**src/upd_pkg.sv**
```systemverilog
// Shared types, character constants and hex helpers for the URL percent decoder.
// No dependencies.
package upd_pkg;

  localparam logic [7:0] CHR_PLUS    = 8'h2B;
  localparam logic [7:0] CHR_PERCENT = 8'h25;
  localparam logic [7:0] CHR_SPACE   = 8'h20;
  localparam logic [7:0] CHR_ZERO    = 8'h30;
  localparam logic [7:0] CHR_NINE    = 8'h39;
  localparam logic [7:0] CHR_LA      = 8'h61;
  localparam logic [7:0] CHR_LF      = 8'h66;
  localparam logic [7:0] CHR_UA      = 8'h41;
  localparam logic [7:0] CHR_UF      = 8'h46;
  localparam logic [7:0] HEX_TEN     = 8'd10;

  localparam int unsigned MAX_OUT = 3;

  typedef enum logic [1:0] {
    PH_IDLE = 2'd0,
    PH_PCT  = 2'd1,
    PH_DIG  = 2'd2
  } upd_phase_t;

  // One decoded command: up to three bytes to emit, in order.
  typedef struct packed {
    logic [1:0]              cnt;
    logic                    last;
    logic [MAX_OUT-1:0][7:0] data;
  } upd_cmd_t;

  // Queue head status toward the back end: valid flag and head command.
  typedef struct packed {
    logic     valid;
    upd_cmd_t cmd;
  } upd_head_t;

  function automatic logic is_hex(input logic [7:0] c);
    return (c >= CHR_ZERO && c <= CHR_NINE) || (c >= CHR_LA && c <= CHR_LF) ||
           (c >= CHR_UA && c <= CHR_UF);
  endfunction

  function automatic logic [3:0] hex_val(input logic [7:0] c);
    logic [7:0] v;
    v = 8'd0;
    if (c >= CHR_ZERO && c <= CHR_NINE) v = c - CHR_ZERO;
    else if (c >= CHR_LA && c <= CHR_LF) v = c - CHR_LA + HEX_TEN;
    else if (c >= CHR_UA && c <= CHR_UF) v = c - CHR_UA + HEX_TEN;
    return v[3:0];
  endfunction

endpackage

```
**src/upd_front.sv**
```systemverilog
// Front end: accepts encoded bytes, tracks the escape phase, builds commands.
// Depends on upd_pkg.
module upd_front (
  input  logic            clk,
  input  logic            rst_n,
  input  logic            fire,
  input  logic [7:0]      in_byte,
  input  logic            in_last,
  output logic            cmd_push,
  output upd_pkg::upd_cmd_t cmd
);
  import upd_pkg::*;

  upd_phase_t phase_r, phase_nxt;
  logic [7:0] held_r, held_nxt;
  logic       b_hex;
  logic       go_pct;
  logic       idle_emit;
  logic [7:0] idle_chr;
  logic       use_idle;
  logic [1:0] pre;

  assign b_hex  = is_hex(in_byte);
  assign go_pct = (in_byte == CHR_PERCENT) && !in_last;

  // Plain decode of one byte from the idle phase.
  always_comb begin
    idle_emit = !go_pct;
    if (in_byte == CHR_PLUS) idle_chr = CHR_SPACE;
    else idle_chr = in_byte;
  end

  // Next phase and held digit.
  always_comb begin
    phase_nxt = phase_r;
    held_nxt  = held_r;
    if (fire) begin
      unique case (phase_r)
        PH_PCT: begin
          if (b_hex && !in_last) begin
            phase_nxt = PH_DIG;
            held_nxt  = in_byte;
          end else begin
            phase_nxt = go_pct ? PH_PCT : PH_IDLE;
          end
        end
        PH_DIG: begin
          if (b_hex) phase_nxt = PH_IDLE;
          else phase_nxt = go_pct ? PH_PCT : PH_IDLE;
        end
        default: phase_nxt = go_pct ? PH_PCT : PH_IDLE;
      endcase
    end
  end

  // Command built from the current phase and byte.
  always_comb begin
    cmd      = '0;
    cmd.last = in_last;
    use_idle = 1'b1;
    pre      = 2'd0;
    unique case (phase_r)
      PH_PCT: begin
        if (b_hex && !in_last) begin
          use_idle = 1'b0;
        end else begin
          cmd.data[0] = CHR_PERCENT;
          pre         = 2'd1;
        end
      end
      PH_DIG: begin
        if (b_hex) begin
          use_idle    = 1'b0;
          cmd.data[0] = {hex_val(held_r), hex_val(in_byte)};
          cmd.cnt     = 2'd1;
        end else begin
          cmd.data[0] = CHR_PERCENT;
          cmd.data[1] = held_r;
          pre         = 2'd2;
        end
      end
      default: pre = 2'd0;
    endcase
    if (use_idle) begin
      unique case (pre)
        2'd1:    cmd.data[1] = idle_chr;
        2'd2:    cmd.data[2] = idle_chr;
        default: cmd.data[0] = idle_chr;
      endcase
      cmd.cnt = pre + {1'b0, idle_emit};
    end
  end

  assign cmd_push = fire && (cmd.cnt != 2'd0);

  always_ff @(posedge clk) begin
    if (!rst_n) begin
      phase_r <= PH_IDLE;
      held_r  <= 8'd0;
    end else begin
      phase_r <= phase_nxt;
      held_r  <= held_nxt;
    end
  end

endmodule

```
**src/upd_queue.sv**
```systemverilog
// Two-entry command queue between front and back end.
// Depends on upd_pkg.
module upd_queue (
  input  logic              clk,
  input  logic              rst_n,
  input  logic              push,
  input  upd_pkg::upd_cmd_t push_cmd,
  input  logic              pop,
  output logic              full,
  output upd_pkg::upd_head_t head
);
  import upd_pkg::*;

  upd_cmd_t   slot_r [2];
  logic       wr_ptr_r, wr_ptr_nxt;
  logic       rd_ptr_r, rd_ptr_nxt;
  logic [1:0] count_r, count_nxt;

  assign full       = (count_r == 2'd2);
  assign head.valid = (count_r != 2'd0);
  assign head.cmd   = slot_r[rd_ptr_r];

  always_comb begin
    wr_ptr_nxt = push ? ~wr_ptr_r : wr_ptr_r;
    rd_ptr_nxt = pop ? ~rd_ptr_r : rd_ptr_r;
    count_nxt  = count_r + {1'b0, push} - {1'b0, pop};
  end

  always_ff @(posedge clk) begin
    if (push) slot_r[wr_ptr_r] <= push_cmd;
  end

  always_ff @(posedge clk) begin
    if (!rst_n) begin
      wr_ptr_r <= 1'b0;
      rd_ptr_r <= 1'b0;
      count_r  <= 2'd0;
    end else begin
      wr_ptr_r <= wr_ptr_nxt;
      rd_ptr_r <= rd_ptr_nxt;
      count_r  <= count_nxt;
    end
  end

endmodule

```
**src/upd_back.sv**
```systemverilog
// Back end: walks the bytes of the head command out one per transfer.
// Depends on upd_pkg.
module upd_back (
  input  logic               clk,
  input  logic               rst_n,
  input  upd_pkg::upd_head_t head,
  output logic               pop,
  output logic               out_valid,
  input  logic               out_ready,
  output logic [7:0]         out_byte,
  output logic               out_last
);
  import upd_pkg::*;

  logic [1:0] idx_r, idx_nxt;
  logic       at_end;

  assign at_end    = (idx_r == head.cmd.cnt - 2'd1);
  assign out_valid = head.valid;
  assign out_last  = head.cmd.last && at_end;
  assign pop       = out_valid && out_ready && at_end;

  always_comb begin
    unique case (idx_r)
      2'd1:    out_byte = head.cmd.data[1];
      2'd2:    out_byte = head.cmd.data[2];
      default: out_byte = head.cmd.data[0];
    endcase
  end

  always_comb begin
    idx_nxt = idx_r;
    if (out_valid && out_ready) idx_nxt = at_end ? 2'd0 : idx_r + 2'd1;
  end

  always_ff @(posedge clk) begin
    if (!rst_n) idx_r <= 2'd0;
    else idx_r <= idx_nxt;
  end

endmodule

```
**src/url_percent_decoder_unit.sv**
```systemverilog
// Top level of the streaming URL percent decoder.
// Depends on upd_pkg, upd_front, upd_queue and upd_back.
//
//   channel | ports                           | direction
//   --------+---------------------------------+----------
//   input   | in_valid in_ready in_byte in_last    | in
//   result  | out_valid out_ready out_byte out_last | out
//
// An input byte is taken in the cycle it arrives unless the command queue
// holds two commands. Bytes that yield at most one result sustain one item
// per cycle when out_ready is high; an item releasing k bytes (up to three)
// keeps the back end busy for k transfers; its drain rate sets throughput.
// Reset (rst_n low, synchronous) clears the escape phase, held digit, queue
// pointers and serializer index; no clearing pass is needed.
// A stall on the result side fills the queue and then drops in_ready.
module url_percent_decoder_unit (
  input  logic       clk,
  input  logic       rst_n,
  input  logic       in_valid,
  output logic       in_ready,
  input  logic [7:0] in_byte,
  input  logic       in_last,
  output logic       out_valid,
  input  logic       out_ready,
  output logic [7:0] out_byte,
  output logic       out_last
);
  import upd_pkg::*;

  logic      fire;
  logic      cmd_push;
  upd_cmd_t  cmd;
  logic      q_full;
  logic      pop;
  upd_head_t head;

  // Accept whenever the queue has room; zero-result bytes only advance state.
  assign in_ready = !q_full;
  assign fire     = in_valid && in_ready;

  upd_front u_front (
    .clk      (clk),
    .rst_n    (rst_n),
    .fire     (fire),
    .in_byte  (in_byte),
    .in_last  (in_last),
    .cmd_push (cmd_push),
    .cmd      (cmd)
  );

  // Decouple classification from emission so each side stalls on its own.
  upd_queue u_queue (
    .clk      (clk),
    .rst_n    (rst_n),
    .push     (cmd_push),
    .push_cmd (cmd),
    .pop      (pop),
    .full     (q_full),
    .head     (head)
  );

  upd_back u_back (
    .clk       (clk),
    .rst_n     (rst_n),
    .head      (head),
    .pop       (pop),
    .out_valid (out_valid),
    .out_ready (out_ready),
    .out_byte  (out_byte),
    .out_last  (out_last)
  );

endmodule

```
**config.mk**
```make
export PLATFORM = sky130hd
export DESIGN_NAME = url_percent_decoder_unit
export DESIGN_NICKNAME = d
export VERILOG_FILES = /design/src/upd_pkg.sv /design/src/upd_front.sv /design/src/upd_queue.sv /design/src/upd_back.sv /design/src/url_percent_decoder_unit.sv
export SDC_FILE = /design/constraint.sdc
export NUM_CORES = 1
export LEC_CHECK = 0
export BUFFER_PORTS_ARGS = -buffer_cell sky130_fd_sc_hd__buf_2
export CAP_MARGIN = 20
export CORE_ASPECT_RATIO = 0.7
export CORE_MARGIN = 2
export CORE_UTILIZATION = 49
export CTS_BUF_LIST = sky130_fd_sc_hd__clkbuf_8
export DETAILED_ROUTE_END_ITERATION = 8
export GPL_ROUTABILITY_DRIVEN = 0
export PLACE_DENSITY = 0.73
export REMOVE_ABC_BUFFERS = 1
export SLEW_MARGIN = 20
export SYNTH_ARGS = -nofsm -noshare
export SYNTH_HDL_FRONTEND = slang
export SYNTH_SLANG_ARGS = --single-unit
```
**constraint.sdc**
```tcl
create_clock -name clk -period 6.6 [get_ports clk]
set_clock_uncertainty 0.1 [all_clocks]
set_input_delay 1.32 -clock clk [delete_from_list [all_inputs] [get_ports clk]]
set_output_delay 1.32 -clock clk [all_outputs]
set_load 0.02 [all_outputs]
```
==> out/metrics.sh <==
RUN_STATUS='finished clean'
TIMING.SETUP.CRITICAL_PATH_CLASS='in -> reg'
CELL_VARIETY_AFTER_SYNTH=57
WORSTMARGINPINSLEW_PS=1050
GRT_ANTENNA_BEFORE_REPAIR=0
DRT_ITER0_MARKERS=211
DIE-AREA_UM2=8470
FIN_CRIT_PS=4800
DPL-INSTANCE-AREA_UM2=4000
CLOCK.FMAX_MHz=208
YS_SEQ_AREA_FRAC=0.517
MIN_PATH_TYPE='reg -> reg'
CRITPATHCAPTURETYPE='register'
CLK_PATH_BUF_DEPTH=2
SETUP.WORST_PATH.START='in_byte[0]'
N_ANTENNA_CELL=0
SYNTHESIZED_AREA_FRACTION_OCCUPIED_BY_AO_OA_AOI_AND_OAI_CELLS=0.156
DRTPASS1ITERATIONS=5
CTS.HOLD.BUFFERS_ADDED=0
POWER.LEAKAGE_nW=1.55
SYN2LAYOUT_AREA_GROWTH_PCT=11.3
INITIAL_CORE_UTIL=0.514
CTS_MADE_BUFFERS=9
SYNTHFLOPTYPE='sky130_fd_sc_hd__edfxtp_1'
FINAL-SETUP-VIOL-COUNT=0
GLOBAL_ROUTE.USAGE.TOTAL=0.209
DIE_HEIGHT_UM=77.6
VDD_IR_DROP_MAX_uV=102
CTS_TREE='done'
ROUTED-VIA-COUNT=2660
DIE_WIDTH_UM=109
CTS_SINKS=71
SYNTHARSTFLOPSHARE=0
POST_SYNTH.CELL_AREA_AVG_UM2=11.6
REQUIRED_PS=6740
ROUTED_WIRELENGTH_UM=8160
SYNTH.CELL_AREA_UM2=3790
POSTCTSRESIZEDCELLS=0
FINALCRITPERIODSHARE=0.727
FINAL_CELL_AREA_UM2=4220
GRT_OVERFLOW=0
POWER-PER-CELL-AREA_nW_PER_UM2=295
SETUP_REPAIR_AFTER_GLOBAL_ROUTING_MISSED_ITS_MARGIN='no'
GRT_FIRST_PASS_WIRELENGTH_UM=13400
MAXSLEWVIOLCOUNT=0
POST_CTS_SETUP_DRIVEN_BUFFER_INSERTION_COUNT=0
DESIGN.PORTCOUNT=24
FINAL-HOLD-VIOLATION-COUNT=0
CP_DATA_ARRIVAL_TIME_PS=4940
SYNTH.YOSYS.WARNINGS=0
DETAIL_ROUTE.WL_PER_CELL_UM=18.1
PROPORTION_OF_LAYOUT_CELLS_WITH_A_DRIVE_SUFFIX_ABOVE_1=0.201
CORE_AREA_UM2=7380
LAYOUT_NET_COUNT=378
CRIT_PATH_START_KIND='primary input'
VIAS_PER_CELL=5.90
IO_BUFFERS=23
HOLDWS_PS=393
ROWS=26
MAX_CAP_VIOLATIONS=0
GRT_MAX_DEGREE=28
MAX_SLEW_HEADROOM_AT_THE_WORST_PIN=0.292
YOSYS.AREA_SHARE.SIMPLE=0.114
POST_SYNTH_FA_HA_MAJ_AREA_FRACTION=0.0561
FIRST_GLOBAL_VIAS=2513
DETAIL-ROUTE-ANTENNA-NETS=0
CRIT_PATH_MAX_FO=8
WORST_HOLD_STARTPOINT='u_front.phase_r[0]'
COMBINATIONAL_FAMILY_WITH_THE_MOST_AREA_AFTER_SYNTHESIS='compound AO/OA/AOI/OAI gates'
PLACE_HPWL_UM=5600
NUMBER_OF_STORAGE_ELEMENTS_IN_THE_SYNTHESIS_NETLIST=71
SYNTH_EDF_COUNT=54
CLK_TREE_ROOT_CELL='sky130_fd_sc_hd__clkbuf_8'
CTS_MAX_LEVEL=3
CTS.REPORTEDPATHS.CLKPINSLEW_PS=80
DRC_ERRORS=0
LAYOUT.CELLS.MOST_COMMON_LIST='sky130_fd_sc_hd__edfxtp_1 (54), sky130_fd_sc_hd__nand2_1 (24), sky130_fd_sc_hd__buf_2 (23)'
TOTALNEGATIVESETUPSLACK_PS=0
CLK_LATENCY_PS=340
SYNTHESIZED_AREA_FRACTION_OCCUPIED_BY_XOR_AND_XNOR_CELLS=0.0162
SYNTH.MUX.AREA_FRACTION=0.103
SYN_INST=327
CRITICAL_PATH.REG2REG.STARTPOINT='u_front.phase_r[0]'
LEADING_CELL_TYPE_IN_THE_LAYOUT_FILL_AND_TAPS_EXCLUDED='sky130_fd_sc_hd__edfxtp_1'
[path summary, 6_finish.rpt]
check / endpoint / slack, ps / cells past startpoint
hold reg to reg: u_front.phase_r[0] / 390 / 2
setup reg to reg: u_queue.count_r[1] / 3410 / 14
hold / removal: u_front.phase_r[0] / 390 / 2
setup / recovery: u_queue.count_r[1] / 1800 / 18
[critical path, stage by stage]
cell and delay [ps]:
sky130_fd_sc_hd__buf_2 180, sky130_fd_sc_hd__inv_1 130, sky130_fd_sc_hd__ha_1 250, sky130_fd_sc_hd__o21bai_1 220, sky130_fd_sc_hd__a21oi_1 150, sky130_fd_sc_hd__a21oi_1 500, sky130_fd_sc_hd__o21a_1 260, sky130_fd_sc_hd__nand2_1 100
sky130_fd_sc_hd__inv_1 90, sky130_fd_sc_hd__ha_1 220, sky130_fd_sc_hd__a311oi_1 280, sky130_fd_sc_hd__a211oi_2 130, sky130_fd_sc_hd__o311ai_4 400, sky130_fd_sc_hd__inv_2 80, sky130_fd_sc_hd__ha_1 220, sky130_fd_sc_hd__xnor2_1 190
sky130_fd_sc_hd__xnor2_1 80, sky130_fd_sc_hd__and2_1 140
[registers in the layout, indices dropped and copies added (netlist names), named ones only]
signal            cells
u_front.held_r        8
u_queue.count_r       2
u_front.phase_r       2
u_back.idx_r          2
u_queue.slot_r       54
u_queue.rd_ptr_r      1
u_queue.wr_ptr_r      1
[area by class of cell]
class	count	area, µm²
clock inverter	7	96.3
clock buffer	9	124
sequential	71	1960
fill	611	3160
inverter	17	63.8
timing repair buffer	27	145
tap	98	123
multi-input combinational	222	1710
[per-stage QoR]
stage / total power [mW] / util / std cells / setup WS [ps]
2_1_floorplan: 0.781 / - / 310 / 1630
3_3_place_gp: 0.864 / 0.541 / 435 / 1780
3_5_place_dp: 0.873 / 0.542 / 435 / 1530
4_1_cts: 1.25 / 0.572 / 451 / 1890
5_1_grt: 1.31 / 0.572 / 451 / 1550
6_report: 1.24 / 0.572 / 451 / 1800
[where the power goes]
| part | switching (mW) | internal [mW] | total (mW) |
|---|---|---|---|
| combinational | 0.186 | 0.121 | 0.306 |
| sequential | 0.0155 | 0.541 | 0.556 |
| clock | 0.168 | 0.214 | 0.382 |
| total | 0.369 | 0.876 | 1.24 |
[cells in the mapped netlist (5+ instances only)]
cell type                  number  area [µm²]
sky130_fd_sc_hd__xnor2_1        6        52.6
sky130_fd_sc_hd__inv_1         16        60.1
sky130_fd_sc_hd__clkbuf_1      13        48.8
sky130_fd_sc_hd__ha_1          17         213
sky130_fd_sc_hd__nor3_1         5        25.0
sky130_fd_sc_hd__nor2_1        20        75.1
sky130_fd_sc_hd__nand2_1       24        90.1
sky130_fd_sc_hd__a21o_1         5        37.5
sky130_fd_sc_hd__and2_1         6        37.5
sky130_fd_sc_hd__a221oi_1       8        70.1
sky130_fd_sc_hd__and3_1         5        31.3
sky130_fd_sc_hd__nor2b_1        8        50.1
sky130_fd_sc_hd__dfxtp_1       17         340
sky130_fd_sc_hd__a21oi_1       18        90.1
sky130_fd_sc_hd__o21ai_0        5        25.0
sky130_fd_sc_hd__mux2_2        17         191
sky130_fd_sc_hd__a211oi_1       5        37.5
sky130_fd_sc_hd__mux2i_1       20         200
sky130_fd_sc_hd__edfxtp_1      54        1620
[metal layers]
| layer | global-route usage | routed length [µm] |
|---|---|---|
| met5 | 0 | 0 |
| met3 | 0.0714 | 776 |
| met1 | 0.318 | 3920 |
| met4 | 0.0577 | 96 |
| met2 | 0.279 | 3370 |
[cell families after synthesis]
family / after synthesis
AOI/OAI and AO/OA: 77
xor gates and xnor gates: 7
adders and majority gates: 17
buffers and inverters: 34
DFF: 71
muxes: 37
and+or+nand+nor: 84
No activity file was read; power rests on OpenSTA's default activity.
